### src/rtl/core/fall_alert_controller_macros.svh
// Assertion helpers shared by the fall alert controller RTL.
`ifndef FALL_ALERT_CONTROLLER_MACROS_SVH
`define FALL_ALERT_CONTROLLER_MACROS_SVH

// Check that a condition implies another in the same cycle.
`define FAC_ASSERT_NOW(label, ante, cons) \
   label: assert property (@(posedge clock) disable iff (reset) (ante) |-> (cons)) \
      else $error("fall alert controller: same-cycle check failed");

// Check that a condition implies another in the following cycle.
`define FAC_ASSERT_NEXT(label, ante, cons) \
   label: assert property (@(posedge clock) disable iff (reset) (ante) |=> (cons)) \
      else $error("fall alert controller: next-cycle check failed");

`endif

### src/rtl/core/fac_pkg.sv
`timescale 1ns / 1ps

package fac_pkg;

   // Alert sequence states, encoded as reported on alert_state
   typedef enum logic [2:0] {
      MODE_READY     = 3'd0,
      MODE_COUNTDOWN = 3'd1,
      MODE_ACTIVE    = 3'd2,
      MODE_TRANSMIT  = 3'd3,
      MODE_RESOLVED  = 3'd4
   } fac_mode_type;

   // Alert kind codes
   localparam logic [1:0] KIND_NONE   = 2'd0;
   localparam logic [1:0] KIND_MANUAL = 2'd1;
   localparam logic [1:0] KIND_FALL   = 2'd2;

   // Configuration register indexes
   localparam int unsigned CSR_INDEX_WIDTH = 3;
   localparam int unsigned CSR_DATA_WIDTH  = 16;
   localparam logic [CSR_INDEX_WIDTH-1:0] CSR_DEBOUNCE   = 3'd0;
   localparam logic [CSR_INDEX_WIDTH-1:0] CSR_COUNTDOWN  = 3'd1;
   localparam logic [CSR_INDEX_WIDTH-1:0] CSR_SLOW_BLINK = 3'd2;
   localparam logic [CSR_INDEX_WIDTH-1:0] CSR_FAST_BLINK = 3'd3;
   localparam logic [CSR_INDEX_WIDTH-1:0] CSR_CLEANUP    = 3'd4;

   // Saturation limits of the counters
   localparam logic [3:0]  LOW_RUN_MAX = 4'hF;
   localparam logic [15:0] PHASE_MAX   = 16'hFFFF;
   localparam logic [9:0]  BLINK_MAX   = 10'h3FF;

   typedef struct packed {
      logic button_level;
      logic fall_flag;
   } fac_req_type;

   typedef struct packed {
      logic [2:0] alert_state;
      logic [1:0] alert_kind;
      logic       green_led;
      logic       red_led;
      logic       clear_fall;
      logic       press_confirmed;
   } fac_rsp_type;

   typedef struct packed {
      logic [3:0]  debounce_ticks;
      logic [15:0] countdown_ticks;
      logic [9:0]  slow_blink_ticks;
      logic [9:0]  fast_blink_ticks;
      logic [9:0]  cleanup_ticks;
   } fac_cfg_type;

   typedef struct packed {
      fac_mode_type mode;
      logic [1:0]   kind;
      logic         press_pending;
      logic [3:0]   low_run;
      logic         seen_released;
      logic [15:0]  phase_ticks;
      logic [9:0]   blink_ticks;
      logic         red_level;
      logic         green_level;
      logic         blink_phase;
   } fac_state_type;

   localparam fac_cfg_type CFG_RESET = '{
      debounce_ticks:   4'd3,
      countdown_ticks:  16'd300,
      slow_blink_ticks: 10'd10,
      fast_blink_ticks: 10'd2,
      cleanup_ticks:    10'd40
   };

   localparam fac_state_type STATE_RESET = '{
      mode:          MODE_READY,
      kind:          KIND_NONE,
      press_pending: 1'b0,
      low_run:       4'd0,
      seen_released: 1'b1,
      phase_ticks:   16'd0,
      blink_ticks:   10'd0,
      red_level:     1'b0,
      green_level:   1'b0,
      blink_phase:   1'b0
   };

endpackage

### src/rtl/core/fall_alert_controller.sv
`timescale 1ns / 1ps
`include "fall_alert_controller_macros.svh"

// Fall alert controller, one transaction per 50 ms tick.
// Request channel (req_valid, req_stall, req_data) carries the raw button
// level and the fall flag of one tick. Response channel (rsp_valid,
// rsp_stall, rsp_data) returns exactly one result per tick: alert state,
// alert kind, green and red LED levels, the clear-fall pulse and the
// press-confirmed flag, in request order.
// Path: an accepted tick is registered in the input register, then evaluated
// against the state registers while the result register loads.
// Throughput: one tick per cycle. The input register takes a new tick while
// a result waits, and stalls only when both registers are full and the
// receiver stalls; req_stall then follows rsp_stall in the same cycle.
// Configuration: csr_valid/csr_ready with csr_index and csr_wdata; always
// ready, write only while no tick is in flight. Indexes beyond the list
// are ignored.
// Reset (synchronous, active high): empties both registers, restores the
// register defaults and returns the sequence to READY with LEDs off.
module fall_alert_controller import fac_pkg::*; (
   input  logic                       clock,
   input  logic                       reset,
   input  logic                       req_valid,
   output logic                       req_stall,
   input  fac_req_type                req_data,
   output logic                       rsp_valid,
   input  logic                       rsp_stall,
   output fac_rsp_type                rsp_data,
   input  logic                       csr_valid,
   output logic                       csr_ready,
   input  logic [CSR_INDEX_WIDTH-1:0] csr_index,
   input  logic [CSR_DATA_WIDTH-1:0]  csr_wdata
);

   fac_cfg_type   cfg_ff, cfg_in;
   fac_state_type state_ff, state_in;
   fac_req_type   req_ff;
   fac_rsp_type   rsp_ff, rsp_in;
   logic          in_valid_ff, in_valid_in;
   logic          rsp_valid_ff, rsp_valid_in;
   logic          advance;
   logic          req_accept;

   // Move the held tick into the result register when it has room
   assign advance      = in_valid_ff && (!rsp_valid_ff || !rsp_stall);
   assign req_stall    = in_valid_ff && !advance;
   assign req_accept   = req_valid && !req_stall;
   assign in_valid_in  = req_accept || (in_valid_ff && !advance);
   assign rsp_valid_in = advance || (rsp_valid_ff && rsp_stall);

   assign rsp_valid = rsp_valid_ff;
   assign rsp_data  = rsp_ff;
   assign csr_ready = 1'b1;

   // Decode configuration writes
   always_comb begin
      cfg_in = cfg_ff;
      if (csr_valid && csr_ready) begin
         unique case (csr_index)
            CSR_DEBOUNCE:   cfg_in.debounce_ticks   = csr_wdata[3:0];
            CSR_COUNTDOWN:  cfg_in.countdown_ticks  = csr_wdata[15:0];
            CSR_SLOW_BLINK: cfg_in.slow_blink_ticks = csr_wdata[9:0];
            CSR_FAST_BLINK: cfg_in.fast_blink_ticks = csr_wdata[9:0];
            CSR_CLEANUP:    cfg_in.cleanup_ticks    = csr_wdata[9:0];
            default:        cfg_in = cfg_ff;
         endcase
      end
   end

   fac_step u_step (
      .state_ff (state_ff),
      .cfg      (cfg_ff),
      .req      (req_ff),
      .state_in (state_in),
      .rsp      (rsp_in)
   );

   // Hold control state
   always_ff @(posedge clock) begin
      if (reset) begin
         cfg_ff       <= CFG_RESET;
         state_ff     <= STATE_RESET;
         in_valid_ff  <= 1'b0;
         rsp_valid_ff <= 1'b0;
      end else begin
         cfg_ff       <= cfg_in;
         in_valid_ff  <= in_valid_in;
         rsp_valid_ff <= rsp_valid_in;
         if (advance) begin
            state_ff <= state_in;
         end
      end
   end

   // Load payload registers
   always_ff @(posedge clock) begin
      if (req_accept) begin
         req_ff <= req_data;
      end
      if (advance) begin
         rsp_ff <= rsp_in;
      end
   end

   // After the first resolved tick both LEDs stay dark
   `FAC_ASSERT_NOW(a_resolved_leds_off, state_ff.mode == MODE_RESOLVED && state_ff.phase_ticks != 16'd0, !state_ff.green_level && !state_ff.red_level)
   `FAC_ASSERT_NOW(a_clear_kind_none, rsp_valid_ff && rsp_ff.clear_fall, rsp_ff.alert_kind == KIND_NONE)
   `FAC_ASSERT_NEXT(a_active_one_tick, advance && state_ff.mode == MODE_ACTIVE, state_ff.mode == MODE_TRANSMIT)
   `FAC_ASSERT_NEXT(a_held_tick_kept, in_valid_ff && !advance, in_valid_ff)

endmodule

### src/rtl/core/fac_step.sv
`timescale 1ns / 1ps

// Next-state logic for one tick: debounce, alert sequence, blinker and result.
module fac_step import fac_pkg::*; (
   input  fac_state_type state_ff,
   input  fac_cfg_type   cfg,
   input  fac_req_type   req,
   output fac_state_type state_in,
   output fac_rsp_type   rsp
);

   logic        pending;
   logic [3:0]  low_run;
   logic        seen_released;
   logic        confirmed;
   logic [15:0] phase_inc;
   logic [9:0]  blink_inc;
   logic [9:0]  blink_interval;
   logic        blink_hit;
   logic        countdown_done;
   logic        cleanup_done;
   logic        clear;
   fac_mode_type mode_in;

   // Debounce the button; freeze it while resolved
   always_comb begin
      pending       = state_ff.press_pending;
      low_run       = state_ff.low_run;
      seen_released = state_ff.seen_released;
      confirmed     = 1'b0;
      if (state_ff.mode != MODE_RESOLVED) begin
         if (!req.button_level && state_ff.seen_released) begin
            if (state_ff.low_run != LOW_RUN_MAX) begin
               low_run = state_ff.low_run + 4'd1;
            end
            if (low_run >= cfg.debounce_ticks) begin
               pending       = 1'b1;
               seen_released = 1'b0;
               confirmed     = 1'b1;
            end
         end else if (req.button_level) begin
            low_run       = 4'd0;
            seen_released = 1'b1;
         end
      end
   end

   // Advance the saturating counters
   assign phase_inc = (state_ff.phase_ticks == PHASE_MAX) ? PHASE_MAX
                                                          : state_ff.phase_ticks + 16'd1;
   assign blink_inc = (state_ff.blink_ticks == BLINK_MAX) ? BLINK_MAX
                                                          : state_ff.blink_ticks + 10'd1;
   assign blink_interval = (state_ff.mode == MODE_TRANSMIT) ? cfg.fast_blink_ticks
                                                            : cfg.slow_blink_ticks;
   assign blink_hit      = (blink_inc >= blink_interval);
   assign countdown_done = (phase_inc >= cfg.countdown_ticks);
   assign cleanup_done   = (state_ff.phase_ticks >= {6'd0, cfg.cleanup_ticks});

   // Select the next alert state
   always_comb begin
      unique case (state_ff.mode)
         MODE_COUNTDOWN: begin
            if (!req.fall_flag || pending) begin
               mode_in = MODE_READY;
            end else if (countdown_done) begin
               mode_in = MODE_ACTIVE;
            end else begin
               mode_in = MODE_COUNTDOWN;
            end
         end
         MODE_ACTIVE:   mode_in = MODE_TRANSMIT;
         MODE_TRANSMIT: mode_in = pending ? MODE_RESOLVED : MODE_TRANSMIT;
         MODE_RESOLVED: mode_in = cleanup_done ? MODE_READY : MODE_RESOLVED;
         default: begin
            if (req.fall_flag) begin
               mode_in = MODE_COUNTDOWN;
            end else if (pending) begin
               mode_in = MODE_ACTIVE;
            end else begin
               mode_in = MODE_READY;
            end
         end
      endcase
   end

   // Update kind, counters, LEDs and the clear pulse
   always_comb begin
      state_in               = state_ff;
      state_in.mode          = mode_in;
      state_in.press_pending = pending;
      state_in.low_run       = low_run;
      state_in.seen_released = seen_released;
      clear                  = 1'b0;
      unique case (state_ff.mode)
         MODE_COUNTDOWN, MODE_TRANSMIT: begin
            state_in.green_level = 1'b0;
            if (blink_hit) begin
               state_in.blink_ticks = 10'd0;
               state_in.blink_phase = ~state_ff.blink_phase;
               state_in.red_level   = ~state_ff.blink_phase;
            end else begin
               state_in.blink_ticks = blink_inc;
            end
            if (state_ff.mode == MODE_COUNTDOWN) begin
               state_in.phase_ticks = phase_inc;
               if (!req.fall_flag) begin
                  state_in.kind = KIND_NONE;
               end else if (pending) begin
                  state_in.press_pending = 1'b0;
                  state_in.kind          = KIND_NONE;
                  clear                  = 1'b1;
               end
            end else if (pending) begin
               state_in.press_pending = 1'b0;
               state_in.phase_ticks   = 16'd0;
            end
         end
         MODE_ACTIVE: begin
            state_in.blink_ticks = 10'd0;
         end
         MODE_RESOLVED: begin
            state_in.green_level = 1'b0;
            state_in.red_level   = 1'b0;
            state_in.kind        = KIND_NONE;
            clear                = (state_ff.phase_ticks == 16'd0);
            if (!cleanup_done) begin
               state_in.phase_ticks = phase_inc;
            end
         end
         default: begin
            state_in.green_level = 1'b1;
            state_in.red_level   = 1'b0;
            if (pending) begin
               state_in.press_pending = 1'b0;
               state_in.kind          = KIND_MANUAL;
            end
            if (req.fall_flag) begin
               state_in.kind        = KIND_FALL;
               state_in.phase_ticks = 16'd0;
               state_in.blink_ticks = 10'd0;
            end
         end
      endcase
   end

   // Report the values after the tick
   always_comb begin
      rsp.alert_state     = mode_in;
      rsp.alert_kind      = state_in.kind;
      rsp.green_led       = state_in.green_level;
      rsp.red_led         = state_in.red_level;
      rsp.clear_fall      = clear;
      rsp.press_confirmed = confirmed;
   end

endmodule
### config.mk
export PLATFORM = sky130hd
export DESIGN_NAME = fall_alert_controller
export DESIGN_NICKNAME = d
export VERILOG_FILES = /design/src/rtl/core/fac_pkg.sv /design/src/rtl/core/fall_alert_controller.sv /design/src/rtl/core/fac_step.sv
export VERILOG_INCLUDE_DIRS = /design/src /design/src/rtl/core
export SDC_FILE = /design/constraint.sdc
export NUM_CORES = 1
export LEC_CHECK = 0
export BUFFER_PORTS_ARGS = -buffer_cell sky130_fd_sc_hd__buf_2
export CORE_ASPECT_RATIO = 0.6
export CORE_MARGIN = 2
export CORE_UTILIZATION = 45
export CTS_CLUSTER_DIAMETER = 200
export DETAILED_ROUTE_END_ITERATION = 10
export PLACE_DENSITY = 0.73
export SLEW_MARGIN = 20
export SYNTH_ARGS = -nofsm -noshare
export SYNTH_HDL_FRONTEND = slang
export SYNTH_SLANG_ARGS = --single-unit
### constraint.sdc
create_clock -name clock -period 4.8 [get_ports clock]
set_input_delay 0.96 -clock clock [delete_from_list [all_inputs] [get_ports clock]]
set_output_delay 0.96 -clock clock [all_outputs]
set_load 0.01 [all_outputs]
==> flow_summary.yaml <==
synth:
  syn-cell-area_um2: 5950
  syn_inst: 730
  synth_ff_type: "dfxtp_1"
  yosysTopAreaCellShare_pct: 30.9
  synth_edf_count: 11
  yosysSeqAreaShare_pct: 36.5
  post_synth_num_cell_types: 67
  synth-seq-cells: 103
  synth_area_leaders: "dfxtp_1 31%, ha_1 9.2%, nand2_1 8.0%"
  synth.avg_cell_area_um2: 8.16
  yosysMostFrequentCell: "nand2_1"
  ys.warnings.count: 0
  synth_nets: 800
  synth_top_area_cell: "dfxtp_1"
  synthArstFlopShare_pct: 0
  synthTopCellsByCount: "127 x nand2_1, 92 x dfxtp_1, 65 x a21oi_1"
detailed_routing:
  dr.pass1.iters: 5
  ant_nets: 0
  vias: 5251
  wl_per_cell_um: 16.1
  via_per_inst: 5.69
  drtIter0Drc: 477
  drc: 0
  drt-total-wl_mm: 14.8
placement:
  port_buffers: 36
  place_congestion: 0.894
  dp_hpwl_mm: 10.7
critical_path:
  crit_family: "simple AND/OR/NAND/NOR gates"
  cp_slowest_stage_delay_ps: 650
  critPathLaunchType: "flop"
  cp.required_ps: 4880
  cp_max_fo: 11
  arrival_ps: 4210
  cp-end-kind: "flop"
  timing.critical_path.mode_cell: "ha_1"
  cp_num_buf_inv: 2
  slowest_stage: "a221oi_2"
  crit_type: "flop to flop"
  cp_cell_sequence: "ha_1 > and3_1 > and4_1 > nand4_1 > nand2_1 > inv_1 > ha_1 > nand2b_1 > a211oi_1 > o21ai_0 > a221oi_2 > buf_4 > or3b_2 > a31oi_1"
clocking:
  cts_hold_buf: 0
  clockBufferDepth: 2
  numCtsBuffers: 9
  cts-htree-levels: 3
  cts.clk_slew.worst_paths_ps: 70
  clock_sinks: 103
  post_cts_buffers: 0
  cts_tree: "built"
  root_buffer: "clkbuf_16"
  clk_latency_ps: 350
  cts_resized: 0
die:
  die-height_um: 93.1
  start_util_pct: 46.2
  io_pins: 38
  rows: 32
  fp.dieW_um: 152
  core_area_um2: 12900
  design.die.area_um2: 14200
cells_and_area:
  nets: 817
  register_area_um2: 2170
  post-route-util_pct: 50.7
  syn_to_final_growth_pct: 9.73
  fillers: 1279
  multi_input_area_um2: 3460
  layout-drive-gt1-share_pct: 9.84
run_status:
  status: "completed"
global_routing:
  grt_max_degree: 36
  grt_usage_pct: 21.8
  grt_pass1_vias: 4769
  grt-ovfl-total: 0
  grt_pass1_wl_mm: 24.8
  grt_antenna_before_repair: 0
timing:
  worst_slew_pin_slew_ps: 817
  timing.fmax_ghz: 0.243
  finalClockSkew_ps: 9.25
  setup_tns_ps: 0
  slew_violations: 0
  period_minus_slack_ps: 4120
  rsz0062_at_grt: "no"
  slew_headroom_pct: 45.5
  setup_viol: 0
  hold_viol_final: 0
  min_period_over_period_pct: 85.9
pwr:
  internal_power_mw: 1.39
  p_per_area_nw_per_um2: 283
  p_comb_share_pct: 9.3
  p_clk_share_pct: 41.4
  ir_worst_vdd_mv: 0.132
  power_switching_uw: 460
  pwr-share-seq_pct: 49.3
  switching_share_pct: 24.9
  power_leakage_nw: 2.73
min_path:
  hold_path_class: "flop to flop"
run:
  cap_violations: 0
-- cell type report --
cell class	count	share of cell area, %
Antenna cell	1	0.0383
Clock buffer	12	3.95
Clock inverter	4	0.747
Inverter	44	2.53
Multi-Input combinational cell	548	52.9
Sequential cell	103	33.3
Tap cell	170	3.26
Timing Repair Buffer	41	3.33
-- worst register-to-register path: cells and delay by family, from the launching register on --
kind / cells / cell delay [ps]
and+or+nand+nor: 6 / 1450
AOI/OAI and AO/OA: 4 / 1100
DFF: 1 / 400
adders and majority gates: 2 / 560
buffers and inverters: 2 / 340
-- layer usage --
metal / share of wire [%] / global-route usage (%)
met3: 7.6 / 4.12
met5: 0 / 0
met4: 0.96 / 5.25
met1: 52 / 34.0
met2: 39 / 30.5
-- stage by stage --
step	total power, mW	cell area (µm²)	cells	worst slack (ps)	hold slack [ps]
after floorplan	1.04	5950	730	1320	433
after global placement	1.10	6220	906	998	442
after detailed placement	1.10	6220	906	771	448
after CTS	1.86	6530	922	758	458
after global routing	1.92	6530	922	433	471
final	1.85	6530	923	678	455
-- worst paths after layout --
kind	slack, ps	start	depth (start not counted)	endpoint
worst min register to register	450	cfg_ff[15]$_SDFFE_PP0P_	2	cfg_ff[15]$_SDFFE_PP0P_
worst min-delay path	450	cfg_ff[15]$_SDFFE_PP0P_	2	cfg_ff[15]$_SDFFE_PP0P_
worst max-delay path	680	state_ff[3]$_SDFFE_PP0P_	14	rsp_data[2]$_DFFE_PP_
worst max register to register	680	state_ff[3]$_SDFFE_PP0P_	14	rsp_data[2]$_DFFE_PP_
-- cells in the final DEF, fill, tap and decap left out, drive strengths merged, types with 4 or more instances in the layout --
master  netlist  routed
a211oi        7       7
a21boi        4       4
a21o          7       7
a21oi        65      65
a22oi         4       4
a31o         10      10
a31oi        15      15
a32oi         5       5
and2          4       4
and3         16      16
and4          4       4
buf          10      41
clkbuf       25      12
dfxtp        92      92
edfxtp       11      11
ha           44      44
inv          44      47
mux2i        12      12
nand2       127     127
nand2b       17      17
nand3        24      24
nand4        10      10
nor2         43      43
nor2b         8       8
nor3         12      12
nor3b         7       7
o211ai       10      10
o21a          6       6
o21ai        28      28
o22ai         5       5
o31ai         4       4
or3           4       4
xnor2         7       7
xor2          7       7
-- cell families (layout without fill, tap and decap cells) --
logic type | Yosys count | after routing | share of synthesized area [%]
AND/OR/NAND/NOR | 290 | 290 | 23.5
AO/OA/AOI/OAI | 185 | 185 | 20.8
flip-flops | 103 | 103 | 36.5
buffers and inverters | 79 | 101 | 5.46
adder cells (fa/ha/maj) | 44 | 44 | 9.25
XOR/XNOR | 14 | 14 | 2.06
multiplexers | 14 | 14 | 2.40
other | 1 | 2 | 0.0630
-- state kept, by name, summed over array words and instances, names as in the netlist --
name and cells:
in_valid_ff 1, rsp_valid 1, rsp_data 9, cfg_ff 50, req_ff 2, state_ff 40
-- power by group through the flow --
stage / clock network, mW / logic, mW / registers [mW]
finish: 0.765 / 0.171 / 0.912
global route: 0.811 / 0.191 / 0.915
CTS: 0.779 / 0.170 / 0.911
detailed placement: 0 / 0.169 / 0.931
global placement: 0 / 0.166 / 0.930
floorplan: 0 / 0.121 / 0.924
(Power assumes the default switching activity.)
